## config.mk

```make
export PLATFORM = sky130hd
export DESIGN_NAME = byte_accumulator_machine_core_top
export DESIGN_NICKNAME = d
export VERILOG_FILES = /design/src/hw/rtl/bam_pkg.sv /design/src/hw/rtl/bam_mem.sv /design/src/hw/rtl/bam_alu.sv /design/src/hw/rtl/bam_seq.sv /design/src/hw/rtl/byte_accumulator_machine_core_top.sv
export VERILOG_INCLUDE_DIRS = /design/src /design/src/hw/rtl
export SDC_FILE = /design/constraint.sdc
export NUM_CORES = 2
export LEC_CHECK = 0
export BUFFER_PORTS_ARGS = -buffer_cell sky130_fd_sc_hd__buf_2
export CELL_PAD_IN_SITES_DETAIL_PLACEMENT = 1
export CELL_PAD_IN_SITES_GLOBAL_PLACEMENT = 1
export CORE_ASPECT_RATIO = 1.75
export CORE_MARGIN = 2
export CORE_UTILIZATION = 25
export CTS_CLUSTER_SIZE = 14
export DETAILED_ROUTE_END_ITERATION = 8
export GPL_TIMING_DRIVEN = 0
export PLACE_DENSITY_LB_ADDON = 0.12
export SYNTH_ARGS = -nofsm -noshare
export SYNTH_HDL_FRONTEND = slang
export SYNTH_HIERARCHICAL = 1
export SYNTH_SLANG_ARGS = --single-unit
export TNS_END_PERCENT = 1
```

## constraint.sdc

```tcl
create_clock -name clock -period 13.65 [get_ports clock]
set_clock_uncertainty 0.15 [all_clocks]
set_input_delay 1.365 -clock clock [delete_from_list [all_inputs] [get_ports clock]]
set_output_delay 1.365 -clock clock [all_outputs]
set_load 0.01 [all_outputs]
```

## src/hw/rtl/byte_accumulator_machine_core_top_macros.svh

```systemverilog
// ----------------------------------------------------------------------------
// Assertion macros
// Shared concurrent assertion forms for the byte accumulator machine core.
// ----------------------------------------------------------------------------
`ifndef BYTE_ACCUMULATOR_MACHINE_CORE_TOP_MACROS_SVH
`define BYTE_ACCUMULATOR_MACHINE_CORE_TOP_MACROS_SVH
`ifndef SYNTHESIS
// same-cycle implication
`define BAM_ASSERT_IMP(lbl, clk, rst, ante, cons, msg) \
   lbl: assert property (@(posedge clk) disable iff (rst) (ante) |-> (cons)) \
      else $error(msg);
// next-cycle implication
`define BAM_ASSERT_NXT(lbl, clk, rst, ante, cons, msg) \
   lbl: assert property (@(posedge clk) disable iff (rst) (ante) |=> (cons)) \
      else $error(msg);
`else
`define BAM_ASSERT_IMP(lbl, clk, rst, ante, cons, msg)
`define BAM_ASSERT_NXT(lbl, clk, rst, ante, cons, msg)
`endif
`endif

```

## src/hw/rtl/bam_pkg.sv

```systemverilog
// ----------------------------------------------------------------------------
// bam_pkg
// Types, codes and constants of the byte accumulator machine core.
// ----------------------------------------------------------------------------
package bam_pkg;

   localparam int MEM_BYTES = 256;
   localparam int ADDR_W    = 8;
   localparam int DATA_W    = 8;

   // last usable program counter; reaching it halts the machine
   localparam logic [ADDR_W-1:0] PC_LAST = ADDR_W'(MEM_BYTES - 1);

   // item actions
   localparam logic [1:0] ACT_WRITE = 2'd0;
   localparam logic [1:0] ACT_READ  = 2'd1;
   localparam logic [1:0] ACT_START = 2'd2;
   localparam logic [1:0] ACT_STEP  = 2'd3;

   // run status
   localparam logic [1:0] ST_RUN     = 2'd0;
   localparam logic [1:0] ST_DONE    = 2'd1;
   localparam logic [1:0] ST_ILLEGAL = 2'd2;
   localparam logic [1:0] ST_END     = 2'd3;

   // opcodes (ASCII letters)
   localparam logic [7:0] OPC_LOAD      = 8'h47; // G
   localparam logic [7:0] OPC_LOAD_IND  = 8'h67; // g
   localparam logic [7:0] OPC_STORE     = 8'h4F; // O
   localparam logic [7:0] OPC_STORE_IND = 8'h6F; // o
   localparam logic [7:0] OPC_IN        = 8'h52; // R
   localparam logic [7:0] OPC_IN_MEM    = 8'h72; // r
   localparam logic [7:0] OPC_BRZ       = 8'h42; // B
   localparam logic [7:0] OPC_BRZ_IND   = 8'h62; // b
   localparam logic [7:0] OPC_ADDI      = 8'h49; // I
   localparam logic [7:0] OPC_ADD_MEM   = 8'h69; // i
   localparam logic [7:0] OPC_OUT       = 8'h54; // T
   localparam logic [7:0] OPC_OUT_MEM   = 8'h74; // t
   localparam logic [7:0] OPC_SETI      = 8'h53; // S
   localparam logic [7:0] OPC_XOR       = 8'h73; // s
   localparam logic [7:0] OPC_ADD       = 8'h41; // A
   localparam logic [7:0] OPC_ADD_IND   = 8'h61; // a
   localparam logic [7:0] OPC_HALT      = 8'h44; // D

   // shared unit operations
   localparam logic ALU_ADD = 1'b0;
   localparam logic ALU_XOR = 1'b1;

   typedef struct packed {
      logic              we;
      logic [ADDR_W-1:0] addr;
      logic [DATA_W-1:0] wdata;
   } mem_req_type;

   typedef struct packed {
      logic              op;
      logic [DATA_W-1:0] a;
      logic [DATA_W-1:0] b;
   } alu_req_type;

   typedef struct packed {
      logic [DATA_W:0]   sum;
      logic [DATA_W-1:0] result;
   } alu_rsp_type;

endpackage

```

## src/hw/rtl/bam_mem.sv

```systemverilog
// ----------------------------------------------------------------------------
// bam_mem
// Single-port code/data RAM, registered read data.
// ----------------------------------------------------------------------------
module bam_mem (
   input  logic                       clock,
   input  bam_pkg::mem_req_type       req,
   output logic [bam_pkg::DATA_W-1:0] rdata
);
   import bam_pkg::*;

   logic [DATA_W-1:0] mem_array [MEM_BYTES];
   logic [DATA_W-1:0] rd_data_ff;

   always_ff @(posedge clock) begin
      if (req.we) begin
         mem_array[req.addr] <= req.wdata;
      end
      rd_data_ff <= mem_array[req.addr];
   end

   assign rdata = rd_data_ff;

endmodule

```

## src/hw/rtl/bam_alu.sv

```systemverilog
// ----------------------------------------------------------------------------
// bam_alu
// Shared 8-bit add/xor unit used by the sequencer for pc increments and data operations.
// ----------------------------------------------------------------------------
module bam_alu (
   input  bam_pkg::alu_req_type req,
   output bam_pkg::alu_rsp_type rsp
);
   import bam_pkg::*;

   logic [DATA_W:0] sum;

   assign sum = {1'b0, req.a} + {1'b0, req.b};

   always_comb begin
      rsp.sum    = sum;
      rsp.result = (req.op == ALU_XOR) ? (req.a ^ req.b) : sum[DATA_W-1:0];
   end

endmodule

```

## src/hw/rtl/bam_seq.sv

```systemverilog
// ----------------------------------------------------------------------------
// bam_seq
// Sequencer: memory clear sweep, item dispatch, fetch/execute of one step.
// ----------------------------------------------------------------------------
`include "byte_accumulator_machine_core_top_macros.svh"

module bam_seq (
   input  logic                       clock,
   input  logic                       reset,
   input  logic                       start,
   output logic                       busy,
   input  logic [1:0]                 req_action,
   input  logic [7:0]                 req_address,
   input  logic [7:0]                 req_data,
   input  logic [7:0]                 req_in_char,
   input  logic                       req_in_eof,
   output bam_pkg::mem_req_type       mem_req,
   input  logic [bam_pkg::DATA_W-1:0] mem_rdata,
   output bam_pkg::alu_req_type       alu_req,
   input  bam_pkg::alu_rsp_type       alu_rsp,
   output logic                       rsp_strobe,
   output logic [7:0]                 rsp_read_data,
   output logic                       rsp_out_valid,
   output logic [7:0]                 rsp_out_char,
   output logic                       rsp_in_used,
   output logic [1:0]                 rsp_run_status,
   output logic [7:0]                 rsp_program_counter,
   output logic [7:0]                 rsp_accumulator_value
);
   import bam_pkg::*;

   localparam logic [3:0] S_CLEAR  = 4'd0;
   localparam logic [3:0] S_IDLE   = 4'd1;
   localparam logic [3:0] S_EXEC   = 4'd2;
   localparam logic [3:0] S_RDWAIT = 4'd3;
   localparam logic [3:0] S_FOP    = 4'd4;
   localparam logic [3:0] S_FIMM   = 4'd5;
   localparam logic [3:0] S_MEM1   = 4'd6;
   localparam logic [3:0] S_MEM2   = 4'd7;
   localparam logic [3:0] S_NEXT   = 4'd8;

   logic [3:0]        state_ff, state_in;
   logic [ADDR_W-1:0] clr_ff, clr_in;
   logic [1:0]        action_ff, action_in;
   logic [ADDR_W-1:0] addr_ff, addr_in;
   logic [DATA_W-1:0] data_ff, data_in;
   logic [DATA_W-1:0] inval_ff, inval_in;
   logic [DATA_W-1:0] op_ff, op_in;
   logic [DATA_W-1:0] imm_ff, imm_in;
   logic [ADDR_W-1:0] target_ff, target_in;
   logic              take_ff, take_in;
   logic [ADDR_W-1:0] pc_ff, pc_in;
   logic [DATA_W-1:0] acc_ff, acc_in;
   logic [1:0]        status_ff, status_in;
   logic [DATA_W-1:0] rd_data_ff, rd_data_in;
   logic              out_valid_ff, out_valid_in;
   logic [DATA_W-1:0] out_char_ff, out_char_in;
   logic              in_used_ff, in_used_in;
   logic              strobe_ff, strobe_in;
   logic [ADDR_W:0]   next_pc;
   logic              acc_zero;

   assign acc_zero = (acc_ff == '0);
   assign busy     = (state_ff != S_IDLE);

   always_comb begin
      state_in     = state_ff;
      clr_in       = clr_ff;
      action_in    = action_ff;
      addr_in      = addr_ff;
      data_in      = data_ff;
      inval_in     = inval_ff;
      op_in        = op_ff;
      imm_in       = imm_ff;
      target_in    = target_ff;
      take_in      = take_ff;
      pc_in        = pc_ff;
      acc_in       = acc_ff;
      status_in    = status_ff;
      rd_data_in   = rd_data_ff;
      out_valid_in = out_valid_ff;
      out_char_in  = out_char_ff;
      in_used_in   = in_used_ff;
      strobe_in    = 1'b0;
      next_pc      = '0;
      mem_req.we    = 1'b0;
      mem_req.addr  = pc_ff;
      mem_req.wdata = acc_ff;
      alu_req.op    = ALU_ADD;
      alu_req.a     = pc_ff;
      alu_req.b     = 8'd1;

      case (state_ff)
         S_CLEAR: begin
            mem_req.we    = 1'b1;
            mem_req.addr  = clr_ff;
            mem_req.wdata = '0;
            clr_in        = clr_ff + 1'b1;
            if (clr_ff == PC_LAST) begin
               state_in = S_IDLE;
            end
         end
         S_IDLE: begin
            if (start) begin
               action_in    = req_action;
               addr_in      = req_address;
               data_in      = req_data;
               inval_in     = req_in_eof ? 8'hFF : req_in_char;
               rd_data_in   = '0;
               out_valid_in = 1'b0;
               out_char_in  = '0;
               in_used_in   = 1'b0;
               take_in      = 1'b0;
               state_in     = S_EXEC;
            end
         end
         S_EXEC: begin
            case (action_ff)
               ACT_WRITE: begin
                  mem_req.we    = 1'b1;
                  mem_req.addr  = addr_ff;
                  mem_req.wdata = data_ff;
                  strobe_in     = 1'b1;
                  state_in      = S_IDLE;
               end
               ACT_READ: begin
                  mem_req.addr = addr_ff;
                  state_in     = S_RDWAIT;
               end
               ACT_START: begin
                  pc_in     = '0;
                  acc_in    = '0;
                  status_in = ST_RUN;
                  strobe_in = 1'b1;
                  state_in  = S_IDLE;
               end
               default: begin
                  if (status_ff != ST_RUN) begin
                     strobe_in = 1'b1;
                     state_in  = S_IDLE;
                  end else if (pc_ff == PC_LAST) begin
                     status_in = ST_END;
                     strobe_in = 1'b1;
                     state_in  = S_IDLE;
                  end else begin
                     mem_req.addr = pc_ff;
                     state_in     = S_FOP;
                  end
               end
            endcase
         end
         S_RDWAIT: begin
            rd_data_in = mem_rdata;
            strobe_in  = 1'b1;
            state_in   = S_IDLE;
         end
         S_FOP: begin
            // opcode in hand, fetch immediate at pc+1
            op_in        = mem_rdata;
            alu_req.a    = pc_ff;
            alu_req.b    = 8'd1;
            mem_req.addr = alu_rsp.result;
            state_in     = S_FIMM;
         end
         S_FIMM: begin
            imm_in   = mem_rdata;
            state_in = S_NEXT;
            case (op_ff)
               OPC_LOAD, OPC_ADD, OPC_XOR, OPC_OUT_MEM, OPC_BRZ_IND,
               OPC_ADD_MEM, OPC_LOAD_IND, OPC_ADD_IND, OPC_STORE_IND: begin
                  mem_req.addr = mem_rdata;
                  state_in     = S_MEM1;
               end
               OPC_STORE: begin
                  mem_req.we    = 1'b1;
                  mem_req.addr  = mem_rdata;
                  mem_req.wdata = acc_ff;
               end
               OPC_IN: begin
                  acc_in     = inval_ff;
                  in_used_in = 1'b1;
               end
               OPC_IN_MEM: begin
                  mem_req.we    = 1'b1;
                  mem_req.addr  = mem_rdata;
                  mem_req.wdata = inval_ff;
                  in_used_in    = 1'b1;
               end
               OPC_BRZ: begin
                  if (acc_zero) begin
                     take_in   = 1'b1;
                     target_in = mem_rdata;
                  end
               end
               OPC_ADDI: begin
                  alu_req.a = acc_ff;
                  alu_req.b = mem_rdata;
                  acc_in    = alu_rsp.result;
               end
               OPC_OUT: begin
                  out_valid_in = 1'b1;
                  out_char_in  = acc_ff;
               end
               OPC_SETI: begin
                  acc_in = mem_rdata;
               end
               OPC_HALT: begin
                  status_in = ST_DONE;
                  strobe_in = 1'b1;
                  state_in  = S_IDLE;
               end
               default: begin
                  status_in = ST_ILLEGAL;
                  strobe_in = 1'b1;
                  state_in  = S_IDLE;
               end
            endcase
         end
         S_MEM1: begin
            // mem_rdata = M[imm]
            state_in = S_NEXT;
            case (op_ff)
               OPC_LOAD: begin
                  acc_in = mem_rdata;
               end
               OPC_ADD: begin
                  alu_req.a = acc_ff;
                  alu_req.b = mem_rdata;
                  acc_in    = alu_rsp.result;
               end
               OPC_XOR: begin
                  alu_req.op = ALU_XOR;
                  alu_req.a  = acc_ff;
                  alu_req.b  = mem_rdata;
                  acc_in     = alu_rsp.result;
               end
               OPC_OUT_MEM: begin
                  out_valid_in = 1'b1;
                  out_char_in  = mem_rdata;
               end
               OPC_BRZ_IND: begin
                  if (acc_zero) begin
                     take_in   = 1'b1;
                     target_in = mem_rdata;
                  end
               end
               OPC_ADD_MEM: begin
                  alu_req.a     = mem_rdata;
                  alu_req.b     = acc_ff;
                  mem_req.we    = 1'b1;
                  mem_req.addr  = imm_ff;
                  mem_req.wdata = alu_rsp.result;
               end
               OPC_LOAD_IND, OPC_ADD_IND: begin
                  mem_req.addr = mem_rdata;
                  state_in     = S_MEM2;
               end
               OPC_STORE_IND: begin
                  mem_req.we    = 1'b1;
                  mem_req.addr  = mem_rdata;
                  mem_req.wdata = acc_ff;
               end
               default: begin
               end
            endcase
         end
         S_MEM2: begin
            // mem_rdata = M[M[imm]]
            state_in = S_NEXT;
            if (op_ff == OPC_ADD_IND) begin
               alu_req.a = acc_ff;
               alu_req.b = mem_rdata;
               acc_in    = alu_rsp.result;
            end else begin
               acc_in = mem_rdata;
            end
         end
         S_NEXT: begin
            alu_req.a = pc_ff;
            alu_req.b = 8'd2;
            next_pc   = take_ff ? {1'b0, target_ff} : alu_rsp.sum;
            if (next_pc >= {1'b0, PC_LAST}) begin
               status_in = ST_END;
               pc_in     = PC_LAST;
            end else begin
               pc_in = next_pc[ADDR_W-1:0];
            end
            strobe_in = 1'b1;
            state_in  = S_IDLE;
         end
         default: begin
            state_in = S_IDLE;
         end
      endcase
   end

   always_ff @(posedge clock) begin
      if (reset) begin
         state_ff  <= S_CLEAR;
         clr_ff    <= '0;
         pc_ff     <= '0;
         acc_ff    <= '0;
         status_ff <= ST_RUN;
         strobe_ff <= 1'b0;
      end else begin
         state_ff  <= state_in;
         clr_ff    <= clr_in;
         pc_ff     <= pc_in;
         acc_ff    <= acc_in;
         status_ff <= status_in;
         strobe_ff <= strobe_in;
      end
   end

   always_ff @(posedge clock) begin
      action_ff    <= action_in;
      addr_ff      <= addr_in;
      data_ff      <= data_in;
      inval_ff     <= inval_in;
      op_ff        <= op_in;
      imm_ff       <= imm_in;
      target_ff    <= target_in;
      take_ff      <= take_in;
      rd_data_ff   <= rd_data_in;
      out_valid_ff <= out_valid_in;
      out_char_ff  <= out_char_in;
      in_used_ff   <= in_used_in;
   end

   assign rsp_strobe            = strobe_ff;
   assign rsp_read_data         = rd_data_ff;
   assign rsp_out_valid         = out_valid_ff;
   assign rsp_out_char          = out_char_ff;
   assign rsp_in_used           = in_used_ff;
   assign rsp_run_status        = status_ff;
   assign rsp_program_counter   = pc_ff;
   assign rsp_accumulator_value = acc_ff;

   `BAM_ASSERT_IMP(a_strobe_idle, clock, reset, strobe_ff, state_ff == S_IDLE, "result outside idle")
   `BAM_ASSERT_NXT(a_accept_exec, clock, reset, start && !busy, state_ff == S_EXEC, "accept lost")
   `BAM_ASSERT_IMP(a_clear_quiet, clock, reset, state_ff == S_CLEAR, !strobe_ff, "result during clear")
   `BAM_ASSERT_IMP(a_io_excl, clock, reset, strobe_ff, !(out_valid_ff && in_used_ff), "in and out together")
   `BAM_ASSERT_IMP(a_out_halt, clock, reset, strobe_ff && out_valid_ff, status_ff != ST_DONE && status_ff != ST_ILLEGAL, "output on halt")

endmodule

```

## src/hw/rtl/byte_accumulator_machine_core_top.sv

```systemverilog
// ----------------------------------------------------------------------------
// byte_accumulator_machine_core_top
// 8-bit accumulator machine with a 256-byte shared code/data RAM.
// ----------------------------------------------------------------------------
//
// Channel   Ports                        Handshake
// --------  ---------------------------  ---------------------------------
// request   start, busy, req_*           item taken when start && !busy
// response  rsp_strobe, rsp_*            one cycle per item, no backpressure
//
// A step runs opcode fetch, immediate fetch, decode, up to two dependent data
// reads, pc update and result, in that order. A step on a halted machine only
// reports its state; a halt by D or an illegal opcode ends after decode, with
// no pc update. The single RAM port serializes the fetches and dependent reads.
// Reset: a clearing pass writes zero to all 256 bytes, busy high.
// Stalls: none on the output; the next item can be taken while the strobe is up.
// Every item returns exactly one result.
//
module byte_accumulator_machine_core_top (
   input  logic       clock,
   input  logic       reset,
   input  logic       start,
   output logic       busy,
   input  logic [1:0] req_action,
   input  logic [7:0] req_address,
   input  logic [7:0] req_data,
   input  logic [7:0] req_in_char,
   input  logic       req_in_eof,
   output logic       rsp_strobe,
   output logic [7:0] rsp_read_data,
   output logic       rsp_out_valid,
   output logic [7:0] rsp_out_char,
   output logic       rsp_in_used,
   output logic [1:0] rsp_run_status,
   output logic [7:0] rsp_program_counter,
   output logic [7:0] rsp_accumulator_value
);
   import bam_pkg::*;

   mem_req_type       mem_req;
   logic [DATA_W-1:0] mem_rdata;
   alu_req_type       alu_req;
   alu_rsp_type       alu_rsp;

   // sequencer owns all machine state and the result registers
   bam_seq u_seq (
      .clock                 (clock),
      .reset                 (reset),
      .start                 (start),
      .busy                  (busy),
      .req_action            (req_action),
      .req_address           (req_address),
      .req_data              (req_data),
      .req_in_char           (req_in_char),
      .req_in_eof            (req_in_eof),
      .mem_req               (mem_req),
      .mem_rdata             (mem_rdata),
      .alu_req               (alu_req),
      .alu_rsp               (alu_rsp),
      .rsp_strobe            (rsp_strobe),
      .rsp_read_data         (rsp_read_data),
      .rsp_out_valid         (rsp_out_valid),
      .rsp_out_char          (rsp_out_char),
      .rsp_in_used           (rsp_in_used),
      .rsp_run_status        (rsp_run_status),
      .rsp_program_counter   (rsp_program_counter),
      .rsp_accumulator_value (rsp_accumulator_value)
   );

   // one adder/xor shared by pc increments and data operations
   bam_alu u_alu (
      .req (alu_req),
      .rsp (alu_rsp)
   );

   // single-port RAM, read data registered and valid in the cycle after the address
   bam_mem u_mem (
      .clock (clock),
      .req   (mem_req),
      .rdata (mem_rdata)
   );

endmodule

```

Word-level counts from Yosys, hierarchy flattened
Memory sizes are Yosys's and may differ from the RTL's. A register that Yosys moved wholly into a read port is not among the register bits.
Cells that the tools add are included.
{ "classes": {"n_addsub": 2, "magnitude_cmp": 1, "n_eq_ne": 45, "muxes": 67, "bitwise_logic": 1, "reduce_logical": 34} }
{ "op_table": {"columns": ["cell", "n"], "rows": [
  ["equality test 8 x 7 -> 1 bit (second input constant)", 17],
  ["2-to-1 mux 8 bit", 15],
  ["one-hot mux 8 bit (2 select lines)", 5],
  ["one-hot mux 16 bit (4 select lines)", 1],
  ["one-hot mux 8 bit (4 select lines)", 2],
  ["one-hot mux 8 bit (3 select lines)", 2],
  ["one-hot mux 8 bit (5 select lines)", 1],
  ["2-to-1 mux 16 bit", 2],
  ["one-hot mux 16 bit (2 select lines)", 1],
  ["one-hot mux 4 bit (7 select lines)", 1],
  ["inequality test 2 bit (second input constant)", 9],
  ["2-to-1 mux 1 bit", 17],
  ["equality test 4 x 3 -> 1 bit (second input constant)", 4],
  ["equality test 8 bit (second input constant)", 2],
  ["one-hot mux 4 bit (2 select lines)", 2],
  ["OR reduction 16 bit", 1],
  ["OR reduction 2 bit", 8],
  ["2-to-1 mux 4 bit", 3],
  ["AND reduction 4 bit", 3],
  ["OR reduction 11 bit", 1],
  ["nonzero test 2 bit", 5],
  ["adder 8 x 8 -> 9 bit", 1],
  [">= comparator 9 x 8 -> 1 bit (second input constant)", 1],
  ["2-to-1 mux 9 bit", 1],
  ["other kinds (30)", 45]
]} }
{ "totals": {"register_bits": 100, "ram_bits": 2048, "inputBits": 30, "out_inout_bits": 38, "elab_cells": 169, "n_memories": 1} }
{ "memory_table": {"columns": ["name", "depth", "width", "read_ports", "rd_ports_with_merged_regs", "wr", "line", "source"], "rows": [
  ["u_mem.mem_array", 256, 8, 1, 1, 1, "bam_mem.sv:12", "logic [DATA_W-1:0] mem_array [MEM_BYTES];"]
]} }

Depth between registers and ports, before layout
{ "depth": {"ltp_word": 9, "mapped_depth": 29} }

By module
Netlist, hierarchy kept.
{ "modules_own_cells": {"columns": ["mod", "n_inst", "cells_each", "area_each_um2", "seq_area_each_um2"], "rows": [
  ["bam_mem", 1, 3547, 78492.8, 61659.1],
  ["bam_seq", 1, 607, 6013.3, 2692.6],
  ["bam_alu", 1, 66, 526.8, 0.0]
]} }

Worst setup path after synthesis
Ideal clock, no wire load.
{ "synth_timing": {"path_kind": "reg2reg", "from": "register u_seq.op_ff[4]", "to": "memory u_mem.mem_array[0][5], data pin", "setup_time_ns": 0.850, "arrival_time_ns": 6.801, "slack_ns": 5.849, "stages_incl_launch_ff": 18, "path_cell_list": "edfxtp_1 buf_6 or4b_4 o21a_1 a311oi_2 nand2b_1 buf_6 a222oi_1 inv_1 ha_1 a211oi_2 o21bai_1 or3b_1 nand4_1 mux2i_1 o221a_2 o21ai_0 o21a_1"} }
{ "synth_rtl": {"columns": ["element", "line", "source"], "rows": [
  ["from (decl)", "bam_seq.sv:48", "logic [DATA_W-1:0] op_ff, op_in;"],
  ["from (signal assigned)", "bam_seq.sv:320", "op_ff <= op_in;"],
  ["to (decl)", "bam_mem.sv:12", null]
]} }

==> run summary <==
* 4220 — Syn Inst Count
* 14.31 ns — required arrival time at the worst endpoint
* 24.1% — proportion of layout cells with a drive suffix above 1
* 16.6% — layout overhead on the synthesized area
* 14 — initial antenna violation count
* 2117 — EDFF count, synth
* 29.3% — core occupancy in the finished layout
* 6 — Yosys warning count
* 0% — async set or reset register ratio after synthesis
* 81 — largest net degree at the start of global routing
* 1.11 ns — largest stage delay on the critical path
* sky130_fd_sc_hd__clkbuf_16 — clock root buffer master
* 230000 µm — DP HPWL
* 4 — Longest Clk Path Bufs
* 75.7% — sequential element share of the synthesized area
* sky130_fd_sc_hd__edfxtp_1 — top flip-flop cell by instance count after synthesis
* 2117 x sky130_fd_sc_hd__edfxtp_1, 512 x sky130_fd_sc_hd__mux4_2, 266 x sky130_fd_sc_hd__nor2_1 — most frequent cells in the layout
* flop — endpoint kind of the worst setup timing path
* 4600 — number of nets in the finished design
* 0.06 ns — clock transition at the registers of the reported paths
* sky130_fd_sc_hd__edfxtp_1 75%, sky130_fd_sc_hd__mux4_2 14%, sky130_fd_sc_hd__a22oi_1 2.3% — cells taking the most area after synthesis
* 34300 — number of fillers in the final layout
* 43400 — via count
* 4 — maximum level of the CTS H-tree
* 1.40 ns — worst slew pin tran
* 0 — DRC Markers
* 0 — max cap viols
* 74.8% — share of Yosys cell area claimed by the top area cell type
* 2156 — synthesized flop and latch total
* 0 — final count of negative-setup-slack endpoints
* yes — CTS tree
* 20.1 µm² — average footprint of a synthesized cell
* 11.26 ns — fin crit period
* 34.1 µm — routed len/inst
* 11.92 ns — endpoint arrival time on the critical path
* 0.854 — Routability Congestion
* 136 nW/µm² — Pwr Density
* 339000 µm² — Floorplan Core Area
* 4.75 — drt via density
* 0 — number of instances resized during post-cts repair
* 6.46% — Max transition margin
* 7 — Initial DRT Pass Iterations
* 25.1% — initial standard-cell utilization of the core
* 0.90 ns — Skew-Pair Late Insertion Delay
* 4260 — total nets after synthesis
* 79 — Synth cell types
* 82.5% — post-route fraction of the period consumed by the critical path
* false — setup repair after global routing missed its margin
* 0.0888 GHz — Max Clk Rate
* 0 — count of hold buffers inserted by post-cts repair
* 0.372 ns — final hold slack
* 0 — residual antenna-violating net count after detailed routing
* 85000 µm² — Netlist Area Pre-Place
* 10 — largest fanout of any net on the critical path
* compound AO/OA/AOI/OAI gates — Top delay family on crit path
* 0.111 mV — Worst IR Drop VDD
* 312000 µm — wire length reported by the detailed router
* 0 — post-CTS repair timing setup buffer count
* 92400 µm² — instance area after placement
* 2156 — clock net sink count
* 776 µm — vertical die dimension
* 8 — count of buffering cells on the critical path with inverters included
* sky130_fd_sc_hd__edfxtp_1 — cell taking the most area after synthesis
* 3211 — number of DRC markers after the initial detailed-route iteration
* flop — Critical Path Source Type
* 67 — Port Buffers
* 99200 µm² — summed area of non-filler cells in the final layout
* sky130_fd_sc_hd__a21oi_1 — cell with the largest stage delay on the worst path
* flop to flop — path class of the lowest-slack min-delay path
* 68 — I/O pin count
* 424000 µm — global-route wire length before repair
* 17.9% — GRT Total Usage
* sky130_fd_sc_hd__edfxtp_1 — most common cell after layout, fill and taps aside
* 216 — Inserted Clock Buffers
* flop to flop — critical setup path kind
* 445 µm — die outline width
* 0 — GR Overflow Total
* 0 — final hold violation count
* 283 — Rows
* 0 — fin. max-slew vios
* 29.4 nW — static leakage
* finished clean — outcome
* 47900 — via count of the first global-routing pass
* 2.39 ns — final worst slack
* 345000 µm² — Die Outline Area
* 2.21 ns — minimum setup slack after placement
==> sequential cells by signal, summed over array words and instances, names as in the netlist <==
| register | count |
|---|---|
| u_mem/rdata | 8 |
| u_seq/clr_ff | 8 |
| u_seq/rsp_out_char | 8 |
| u_seq/rsp_program_counter | 8 |
| u_seq/op_ff | 8 |
| u_seq/inval_ff | 8 |
| u_seq/target_ff | 8 |
| u_seq/take_ff | 1 |
| u_mem/mem_array | 2048 |
| u_seq/data_ff | 8 |
| u_seq/rsp_run_status | 2 |
| u_seq/rsp_in_used | 1 |
| u_seq/rsp_read_data | 8 |
| u_seq/state_ff | 4 |
| u_seq/addr_ff | 8 |
| u_seq/rsp_strobe | 1 |
| u_seq/rsp_out_valid | 1 |
| u_seq/rsp_accumulator_value | 8 |
| u_seq/imm_ff | 8 |
| u_seq/action_ff | 2 |
==> cells by family after synthesis <==
family | synth area share, %
fa+ha+maj | 0.156
simple gates | 3.05
flops | 75.7
mux | 14.0
compound gates | 5.25
xor+xnor | 0.155
buf+inv | 1.69
==> report_power, final <==
part           switching (mW)  internal (mW)  total, mW  leakage [nW]
logic                   0.225          0.160      0.385          6.75
clock network            2.64           3.29       5.93          3.30
registers              0.0226           7.16       7.19          19.3
==> layout make-up <==
| class | instances | area, µm² | share of cell area, % |
|---|---|---|---|
| sequential | 2156 | 64400 | 64.9 |
| multi-input combinational | 1755 | 19500 | 19.7 |
| clock buffer | 266 | 5640 | 5.68 |
| tap | 4417 | 5530 | 5.57 |
| timing repair buffer | 122 | 1560 | 1.57 |
| buffer | 283 | 1370 | 1.38 |
| clock inverter | 121 | 1130 | 1.14 |
| inverter | 26 | 97.6 | 0.0984 |
| antenna | 7 | 17.5 | 0.0177 |
==> worst register-to-register path, delay by kind of cell (launching register included) <==
family                   cells  cell delay (ns)
AO/OA/AOI/OAI               12             3.98
buffers and inverters        8             3.68
AND/OR/NAND/NOR              6             1.63
XOR/XNOR                     1             1.03
flip-flops                   1             0.37
adder cells (fa/ha/maj)      1             0.35
==> worst paths after layout <==
path	start	end	slack (ns)	depth (start not counted)
setup / recovery	u_seq/op_ff[2]$_DFFE_PP_	u_mem/rdata[2]$_DFF_P_	2.39	28
hold / removal	u_seq/clr_ff[7]$_SDFFE_PP0N_	u_seq/clr_ff[7]$_SDFFE_PP0N_	0.37	2
setup reg to reg	u_seq/op_ff[2]$_DFFE_PP_	u_mem/rdata[2]$_DFF_P_	2.39	28
hold reg to reg	u_seq/clr_ff[7]$_SDFFE_PP0N_	u_seq/clr_ff[7]$_SDFFE_PP0N_	0.37	2
==> Yosys cell counts (all sizes together) (12+ instances only) <==
| cell type | instances |
|---|---|
| clkbuf | 170 |
| and2 | 19 |
| nand2 | 78 |
| mux2i | 27 |
| nor2b | 25 |
| a21oi | 168 |
| edfxtp | 2117 |
| mux4 | 512 |
| a22o | 23 |
| a22oi | 259 |
| nand2b | 12 |
| nor2 | 270 |
| nand3 | 25 |
| or2 | 14 |
| dfxtp | 39 |
| o21a | 13 |
| inv | 26 |
| nand4 | 23 |
| buf | 113 |
| o41ai | 32 |
| a222oi | 16 |
| nor3 | 43 |
| o21ai | 44 |
==> layer usage <==
layer / vias up / global-route usage [%] / part of all wire [%] / wire (µm)
met3: 395 / 1.99 / 2.9 / 9020
met5: - / 0 / 0.0071 / 22
met1: 23900 / 18.0 / 34 / 106000
met2: 824 / 36.2 / 58 / 182000
li1: 18400 / - / - / -
met4: 4 / 7.92 / 4.9 / 15400
==> metrics by stage <==
| step | setup TNS, ns | cells | power [mW] |
|---|---|---|---|
| 2_1_floorplan | 0 | 4220 | 7.55 |
| 3_3_place_gp | -1784.96 | 8704 | 7.73 |
| 3_5_place_dp | 0 | 8759 | 7.73 |
| 4_1_cts | 0 | 9146 | 13.7 |
| 5_1_grt | 0 | 9147 | 13.9 |
| 6_report | 0 | 9153 | 13.5 |
Note: power is estimated with default switching activity, not from simulation.
